### config.mk
export PLATFORM = sky130hd
export DESIGN_NAME = distinct_prime_factors_core
export DESIGN_NICKNAME = d
export VERILOG_FILES = /design/src/hw/rtl/dpf_pkg.sv /design/src/hw/rtl/dpf_div.sv /design/src/hw/rtl/distinct_prime_factors_core.sv
export VERILOG_INCLUDE_DIRS = /design/src /design/src/hw/rtl
export SDC_FILE = /design/constraint.sdc
export NUM_CORES = 1
export LEC_CHECK = 0
export ABC_AREA = 1
export BUFFER_PORTS_ARGS = -buffer_cell sky130_fd_sc_hd__buf_2
export CORE_MARGIN = 2
export CORE_UTILIZATION = 60
export DETAILED_ROUTE_END_ITERATION = 7
export GPL_ROUTABILITY_DRIVEN = 0
export HOLD_SLACK_MARGIN = 0.15
export PLACE_DENSITY = 0.81
export SYNTH_ARGS = -nofsm -noshare
export SYNTH_HDL_FRONTEND = slang
export SYNTH_SLANG_ARGS = --single-unit
### constraint.sdc
create_clock -name i_clk -period 4.05 [get_ports i_clk]
set_input_delay 0.2025 -clock i_clk [delete_from_list [all_inputs] [get_ports i_clk]]
set_output_delay 0.2025 -clock i_clk [all_outputs]
set_load 0.02 [all_outputs]
### src/hw/rtl/distinct_prime_factors_core_defines.svh
// Assertion macros shared by the RTL of the prime factor core.
`ifndef DISTINCT_PRIME_FACTORS_CORE_DEFINES_SVH
`define DISTINCT_PRIME_FACTORS_CORE_DEFINES_SVH

// Same-cycle implication, sampled on the rising clock, ignored while in reset.
`define DPF_ASSERT_NOW(label, clk, rst_n, ante, cons) \
    label: assert property (@(posedge clk) disable iff (!rst_n) (ante) |-> (cons)) \
        else $error("dpf: same-cycle check failed");

// Next-cycle implication, sampled on the rising clock, ignored while in reset.
`define DPF_ASSERT_NEXT(label, clk, rst_n, ante, cons) \
    label: assert property (@(posedge clk) disable iff (!rst_n) (ante) |=> (cons)) \
        else $error("dpf: next-cycle check failed");

`endif

### src/hw/rtl/dpf_pkg.sv
package dpf_pkg;

    // Largest number of result beats produced for one input item.
    localparam int MAX_RESULTS = 9;
    localparam int K_W         = 4;
    localparam logic [K_W-1:0] K_MAX = K_W'(MAX_RESULTS);

    // Status codes carried with every result beat.
    localparam logic [1:0] STATUS_FACTOR  = 2'd0;
    localparam logic [1:0] STATUS_NONE    = 2'd1;
    localparam logic [1:0] STATUS_INVALID = 2'd2;

    typedef enum logic [2:0] {
        ST_IDLE,
        ST_EVEN,
        ST_TRY,
        ST_WAIT,
        ST_TAIL,
        ST_FLUSH
    } t_state;

    // Handshake between the sequencer and the shared divider.
    typedef struct packed {
        logic busy;
        logic done;
    } t_div_stat;

endpackage

### src/hw/rtl/dpf_div.sv
module dpf_div #(
    parameter int WIDTH = 32
) (
    input  logic             i_clk,
    input  logic             i_rst_n,
    input  logic             i_start,
    input  logic [WIDTH-1:0] i_dividend,
    input  logic [WIDTH-1:0] i_divisor,
    output dpf_pkg::t_div_stat o_stat,
    output logic [WIDTH-1:0] o_quot,
    output logic [WIDTH-1:0] o_rem
);

    localparam int CW = $clog2(WIDTH + 1);

    logic             r_busy;
    logic             r_done;
    logic [CW-1:0]    r_cnt;
    logic [WIDTH-1:0] r_rem;
    logic [WIDTH-1:0] r_quo;
    logic [WIDTH-1:0] r_div;

    logic [WIDTH:0]   w_trial;
    logic [WIDTH:0]   w_diff;
    logic             w_ge;

    // One restoring step per cycle: bring down the next dividend bit.
    assign w_trial = {r_rem, r_quo[WIDTH-1]};
    assign w_diff  = w_trial - {1'b0, r_div};
    assign w_ge    = (w_trial >= {1'b0, r_div});

    always_ff @(posedge i_clk) begin
        if (!i_rst_n) begin
            r_busy <= 1'b0;
            r_done <= 1'b0;
            r_cnt  <= '0;
        end else begin
            r_done <= 1'b0;
            if (i_start) begin
                r_busy <= 1'b1;
                r_cnt  <= CW'(WIDTH);
            end else if (r_busy) begin
                r_cnt <= r_cnt - CW'(1);
                if (r_cnt == CW'(1)) begin
                    r_busy <= 1'b0;
                    r_done <= 1'b1;
                end
            end
        end
    end

    always_ff @(posedge i_clk) begin
        if (i_start) begin
            r_rem <= '0;
            r_quo <= i_dividend;
            r_div <= i_divisor;
        end else if (r_busy) begin
            r_rem <= w_ge ? w_diff[WIDTH-1:0] : w_trial[WIDTH-1:0];
            r_quo <= {r_quo[WIDTH-2:0], w_ge};
        end
    end

    assign o_stat.busy = r_busy;
    assign o_stat.done = r_done;
    assign o_quot      = r_quo;
    assign o_rem       = r_rem;

endmodule

### src/hw/rtl/distinct_prime_factors_core.sv
// Values 0 and 1 give their single beat in the cycle after start.
// Throughput: one item at a time; busy stays high until the last beat has been issued.
// The shared one-bit-per-cycle divider sets the time per trial divisor.
// Reset: i_rst_n is synchronous and active low; it returns the sequencer to idle.
// Result beats cannot be stalled: each is valid for exactly one cycle on o_valid.

`include "distinct_prime_factors_core_defines.svh"

module distinct_prime_factors_core #(
    parameter int WIDTH = 32
) (
    input  logic             i_clk,
    input  logic             i_rst_n,
    input  logic             start,
    output logic             busy,
    input  logic [WIDTH-1:0] i_value,
    output logic             o_valid,
    output logic [WIDTH-1:0] o_factor,
    output logic [1:0]       o_status,
    output logic             o_last
);

    // The sequencer first strips the factor two with a plain shift, then walks the
    // odd trial divisors 3, 5, 7 and so on. Every trial is a single pass through the
    // shared divider, which returns both the quotient and the remainder. The loop
    // ends once the divisor exceeds the quotient (the same test as the divisor
    // squared exceeding the remaining value) or the factor count reaches its limit.
    //
    // Because the last flag is only known once the search has finished, each factor
    // found is held back in a pending register. Finding the next factor releases the
    // pending one as a beat with last low; the end of the search releases it with
    // last high.

    dpf_pkg::t_state    r_state;
    dpf_pkg::t_state    n_state;

    logic [WIDTH-1:0]   r_n;
    logic [WIDTH-1:0]   n_n;
    logic [WIDTH-1:0]   r_d;
    logic [WIDTH-1:0]   n_d;
    logic               r_inner;
    logic               n_inner;
    logic [dpf_pkg::K_W-1:0] r_k;
    logic [dpf_pkg::K_W-1:0] n_k;
    logic [WIDTH-1:0]   r_pend;
    logic [WIDTH-1:0]   n_pend;
    logic               r_pend_valid;
    logic               n_pend_valid;

    logic               r_out_valid;
    logic               n_out_valid;
    logic [WIDTH-1:0]   r_out_factor;
    logic [WIDTH-1:0]   n_out_factor;
    logic [1:0]         r_out_status;
    logic [1:0]         n_out_status;
    logic               r_out_last;
    logic               n_out_last;

    logic               w_div_start;
    dpf_pkg::t_div_stat w_div_stat;
    logic [WIDTH-1:0]   w_quot;
    logic [WIDTH-1:0]   w_rem;
    logic               w_rem_zero;
    logic               w_past_root;

    dpf_div #(
        .WIDTH (WIDTH)
    ) u_div (
        .i_clk      (i_clk),
        .i_rst_n    (i_rst_n),
        .i_start    (w_div_start),
        .i_dividend (r_n),
        .i_divisor  (r_d),
        .o_stat     (w_div_stat),
        .o_quot     (w_quot),
        .o_rem      (w_rem)
    );

    assign w_rem_zero  = (w_rem == '0);
    assign w_past_root = (r_d > w_quot);

    // Next state.
    always_comb begin
        n_state = r_state;
        case (r_state)
            dpf_pkg::ST_IDLE: begin
                if (start && (i_value > WIDTH'(1))) begin
                    n_state = i_value[0] ? dpf_pkg::ST_TRY : dpf_pkg::ST_EVEN;
                end
            end
            dpf_pkg::ST_EVEN: begin
                if (r_n[0]) begin
                    n_state = dpf_pkg::ST_TRY;
                end
            end
            dpf_pkg::ST_TRY: begin
                n_state = (r_k == dpf_pkg::K_MAX) ? dpf_pkg::ST_FLUSH : dpf_pkg::ST_WAIT;
            end
            dpf_pkg::ST_WAIT: begin
                if (w_div_stat.done) begin
                    n_state = (!r_inner && w_past_root) ? dpf_pkg::ST_TAIL : dpf_pkg::ST_TRY;
                end
            end
            dpf_pkg::ST_TAIL: begin
                n_state = dpf_pkg::ST_FLUSH;
            end
            dpf_pkg::ST_FLUSH: begin
                n_state = dpf_pkg::ST_IDLE;
            end
            default: begin
                n_state = dpf_pkg::ST_IDLE;
            end
        endcase
    end

    // Outputs of the sequencer.
    always_comb begin
        busy        = (r_state != dpf_pkg::ST_IDLE);
        w_div_start = (r_state == dpf_pkg::ST_TRY) && (r_k != dpf_pkg::K_MAX);
    end

    // Datapath updates and result beats.
    always_comb begin
        n_n          = r_n;
        n_d          = r_d;
        n_inner      = r_inner;
        n_k          = r_k;
        n_pend       = r_pend;
        n_pend_valid = r_pend_valid;
        n_out_valid  = 1'b0;
        n_out_factor = r_pend;
        n_out_status = dpf_pkg::STATUS_FACTOR;
        n_out_last   = 1'b0;
        case (r_state)
            dpf_pkg::ST_IDLE: begin
                if (start) begin
                    n_n          = i_value;
                    n_d          = WIDTH'(3);
                    n_inner      = 1'b0;
                    n_k          = '0;
                    n_pend_valid = 1'b0;
                    if (i_value == '0) begin
                        n_out_valid  = 1'b1;
                        n_out_factor = '0;
                        n_out_status = dpf_pkg::STATUS_INVALID;
                        n_out_last   = 1'b1;
                    end else if (i_value == WIDTH'(1)) begin
                        n_out_valid  = 1'b1;
                        n_out_factor = '0;
                        n_out_status = dpf_pkg::STATUS_NONE;
                        n_out_last   = 1'b1;
                    end else if (!i_value[0]) begin
                        n_pend       = WIDTH'(2);
                        n_pend_valid = 1'b1;
                        n_k          = dpf_pkg::K_W'(1);
                    end
                end
            end
            dpf_pkg::ST_EVEN: begin
                if (!r_n[0]) begin
                    n_n = r_n >> 1;
                end
            end
            dpf_pkg::ST_WAIT: begin
                if (w_div_stat.done) begin
                    if (r_inner) begin
                        if (w_rem_zero) begin
                            n_n = w_quot;
                        end else begin
                            n_inner = 1'b0;
                            n_d     = r_d + WIDTH'(2);
                        end
                    end else if (!w_past_root) begin
                        if (w_rem_zero) begin
                            n_out_valid  = r_pend_valid;
                            n_pend       = r_d;
                            n_pend_valid = 1'b1;
                            n_k          = r_k + dpf_pkg::K_W'(1);
                            n_n          = w_quot;
                            n_inner      = 1'b1;
                        end else begin
                            n_d = r_d + WIDTH'(2);
                        end
                    end
                end
            end
            dpf_pkg::ST_TAIL: begin
                // A remaining value above one is the largest prime factor.
                if ((r_n > WIDTH'(1)) && (r_k != dpf_pkg::K_MAX)) begin
                    n_out_valid  = r_pend_valid;
                    n_pend       = r_n;
                    n_pend_valid = 1'b1;
                    n_k          = r_k + dpf_pkg::K_W'(1);
                end
            end
            dpf_pkg::ST_FLUSH: begin
                n_out_valid  = r_pend_valid;
                n_out_last   = 1'b1;
                n_pend_valid = 1'b0;
            end
            default: begin
            end
        endcase
    end

    always_ff @(posedge i_clk) begin
        if (!i_rst_n) begin
            r_state      <= dpf_pkg::ST_IDLE;
            r_inner      <= 1'b0;
            r_k          <= '0;
            r_pend_valid <= 1'b0;
            r_out_valid  <= 1'b0;
        end else begin
            r_state      <= n_state;
            r_inner      <= n_inner;
            r_k          <= n_k;
            r_pend_valid <= n_pend_valid;
            r_out_valid  <= n_out_valid;
        end
    end

    always_ff @(posedge i_clk) begin
        r_n          <= n_n;
        r_d          <= n_d;
        r_pend       <= n_pend;
        r_out_factor <= n_out_factor;
        r_out_status <= n_out_status;
        r_out_last   <= n_out_last;
    end

    assign o_valid  = r_out_valid;
    assign o_factor = r_out_factor;
    assign o_status = r_out_status;
    assign o_last   = r_out_last;

    // A beat that carries no factor is always the only beat of its item.
    `DPF_ASSERT_NOW(a_status_last, i_clk, i_rst_n,
        r_out_valid && (r_out_status != dpf_pkg::STATUS_FACTOR), r_out_last)
    // The divider only reports a result while the sequencer is waiting for one.
    `DPF_ASSERT_NOW(a_div_done_wait, i_clk, i_rst_n,
        w_div_stat.done, r_state == dpf_pkg::ST_WAIT)
    // The factor count never runs past the result limit.
    `DPF_ASSERT_NOW(a_k_bound, i_clk, i_rst_n, 1'b1, r_k <= dpf_pkg::K_MAX)
    // Leaving the flush step always issues the closing beat of the item.
    `DPF_ASSERT_NEXT(a_flush_last, i_clk, i_rst_n,
        r_state == dpf_pkg::ST_FLUSH, r_out_valid && r_out_last)

endmodule
==> key figures <==
Final layout
  – Area growth from synthesis to layout: 13.31%
  – Share of post-route cells with drive strength above 1: 0.08788
  – Post-Route Utilization: 0.6961
  – Filler Cells Inserted: 1702
  – Antenna cells: 0
  – Non-filler cells in the finished layout: 2174
  – Nets: 1973
  – Fin area: 15810 µm²

Clock network
  – CTS buffer count: 26
  – Postcts setup bufs: 0
  – H-tree depth: 1
  – PostCTS Resize Cnt: 0
  – Clock buffer depth: 3
  – Root Driver: clkbuf_16
  – Clock transition at path regs: 0.06 ns
  – Clk sinks: 243
  – Hold buffers post-CTS: 32
  – CTS tree: built
  – Clock latency on the worst-skew pair: 0.56 ns

Timing
  – WHS: 0.2588 ns
  – Slew Viols, Final: 0
  – Slew headroom: 0.5101
  – Final worst slack: 1.022 ns
  – Fmax achieved: 330.2 MHz
  – Skew final: 0.03531 ns
  – Final min period: 3.028 ns
  – # setup viols final: 0
  – Setup TNS: 0 ns
  – Unrepaired setup endpoints after global routing: no
  – Least-Margin Pin Slew: 0.7348 ns
  – Fin crit share: 0.7477
  – Hold Vio Cnt, Final: 0

Route
  – Number of iterations in the first detailed-routing pass: 6
  – DRT antenna net count: 0
  – Final wirelength: 40990 µm
  – Iteration-0 DRC Markers: 1875
  – Via Count: 13100
  – Vias/cell: 6.027
  – Residual DRC count: 0
  – WL per Instance: 18.85 µm

Placed design
  – Placed cell count: 2094
  – Placed cell areas: 14570 µm²
  – Hpwl dp: 29030 µm
  – Port buffer count: 71
  – Pre-CTS WS: 1.096 ns

Synth
  – Synth Flop Type: edfxtp_1
  – Flops & latches, synth: 243
  – Synthesized net count: 1874
  – Post-synthesis sequential area ratio: 0.4621
  – Yosys Warn Count: 0
  – Mean Syn Cell Area: 7.882 µm²
  – Asr flop ratio synth: 0
  – Synthesized cell area: 13950 µm²
  – Netlist cell types: 46
  – EDFF count, synth: 158
  – Synth Instances: 1770

Die
  – Initial core utilization: 0.6143
  – Die Height: 156.5 µm
  – Ports: 72
  – CORE AREA: 22710 µm²
  – Site Rows: 55
  – Die area: 24490 µm²
  – Die width: 156.5 µm

Setup path
  – Startpoint types: flip-flop
  – Worst Reg-to-Reg Cells: 11
  – Reg-to-Reg End: r_pend[17]$_SDFFCE_PP0P_
  – Crit path capture: r_pend[17]$_SDFFCE_PP0P_
  – Crit Path Max Fanout: 32
  – CP arrival: 3.21 ns
  – Critical Path RT: 4.23 ns
  – CP Class: reg2reg
  – CP Capture Type: flip-flop
  – CP startpoint: u_div.o_quot[31]$_DFFE_PP_
  – R2R Setup Slk: 1.02 ns
  – Crit Reg-Reg Startpoint: u_div.o_quot[31]$_DFFE_PP_

Global route
  – Largest net degree at the start of global routing: 67
  – Overall global routing resource usage: 0.3361
  – GRT Residual Overflow: 0
  – Met3 usage: 0.06702
  – Vias in the first global route: 12380
  – Initial antenna violation count: 2
  – Met2 Use GR: 0.5475
  – First-pass GRT wire length: 64370 µm
  – Grt peak-use layer: met2
  – GR Util met1: 0.4359

Power and ir drop
  – Overall power: 11.87 mW
  – Leakage: 7.379 nW
  – PD cells: 751.1 nW/µm²
  – Worst VDD drop: 598.8 µV

Hold path
  – Type of the most critical hold path: in2reg

Job
  – MaxCap Viol Count: 0

Status
  – Outcome: finished clean
[power by group]
part / switching [mW] / internal [mW]
Clock: 1.03 / 1.45
Combinational: 3.38 / 1.34
Sequential: 0.695 / 3.97
Total: 5.11 / 6.76
[layout by cell type (no fill, tap or decap), types with 4 or more instances in the layout]
master,n
clkbuf_16,30
inv_2,10
xor2_1,21
clkbuf_1,4
nand3_1,117
a21o_1,4
nand4_1,38
o22ai_1,23
nor2_1,120
dfxtp_1,85
nand3b_1,8
edfxtp_1,158
nor3_1,30
nand2_1,476
a22oi_1,15
dlygate4sd3_1,32
ha_1,68
clkinv_2,4
buf_4,16
a21oi_1,86
o221ai_1,15
o21ai_0,91
buf_2,71
xnor2_1,14
nor2_2,5
nand2_2,6
inv_1,281
nor4_1,15
[sequential cells by signal, summed over array words and instances (netlist names), 4 cells and up]
| register | flops |
|---|---|
| o_factor | 32 |
| r_n | 32 |
| r_pend | 32 |
| u_div.o_quot | 32 |
| u_div.o_rem | 32 |
| r_d | 31 |
| u_div.r_div | 31 |
| u_div.r_cnt | 6 |
| r_k | 4 |
[area by class of cell]
type,count,area [µm²],share of cell area
inverters,291,1092,0.06910
clock buffers,36,793.3,0.05018
repair buffers,119,795.8,0.05034
multi-input cells,1188,6202,0.3924
flip-flops and latches,243,6446,0.4078
well taps,285,356.6,0.02256
clock inverters,12,121.4,0.007678
[per-layer routing]
layer	part of all wire	up-vias
li1	-	6043
met1	0.38	5957
met2	0.46	917
met3	0.11	181
met4	0.049	4
met5	0.00061	-
[cells in the mapped netlist (14+ instances only)]
master | number | area share
inv_1 | 281 | 0.076
xor2_1 | 21 | 0.013
buf_2 | 15 | 0.0054
nand4_1 | 38 | 0.017
clkbuf_1 | 23 | 0.0062
o21ai_0 | 91 | 0.033
dfxtp_1 | 85 | 0.12
a21oi_1 | 88 | 0.032
nor2_1 | 122 | 0.033
xnor2_1 | 14 | 0.0088
nand2_1 | 477 | 0.13
ha_1 | 68 | 0.061
nand3_1 | 117 | 0.042
o22ai_1 | 23 | 0.010
nor3_1 | 30 | 0.011
nor4_1 | 15 | 0.0067
edfxtp_1 | 158 | 0.34
a22oi_1 | 15 | 0.0081
o221ai_1 | 15 | 0.0094
[worst max-delay path: stages, from the launching register on]
cell and delay [ns]:
edfxtp_1 0.47, inv_1 0.14, ha_1 0.32, nand2_1 0.07, nor2_1 0.15, nand4_1 0.12
nor2_1 0.19, nand4_1 0.22, nand3_1 0.35, nand3_1 0.15, inv_1 0.07, buf_4 0.41
[worst min path at each step]
stage | start | endpoint | slack [ns] | cells past startpoint
floorplan | i_value[0] | o_status[1]$_SDFF_PN0_ | 0.27 | 1
global placement | r_pend[1]$_SDFFCE_PP1P_ | o_factor[1]$_DFF_P_ | 0.42 | 2
detailed placement | r_pend[9]$_SDFFCE_PP0P_ | o_factor[9]$_DFF_P_ | 0.42 | 2
CTS | i_value[31] | r_n[31]$_DFFE_PP_ | 0.18 | 3
global route | i_value[31] | r_n[31]$_DFFE_PP_ | 0.21 | 3
finish | i_value[31] | r_n[31]$_DFFE_PP_ | 0.26 | 3
[cell families (layout without fill, tap and decap cells)]
logic type	count (synthesis)	count (layout)	synth area share
XOR/XNOR	35	35	0.02197
buffers and inverters	339	458	0.09444
adder cells (fa/ha/maj)	69	69	0.06242
flip-flops	243	243	0.4621
AO/OA/AOI/OAI	250	250	0.1015
AND/OR/NAND/NOR	834	834	0.2576
No activity file was read; power rests on OpenSTA's default activity.
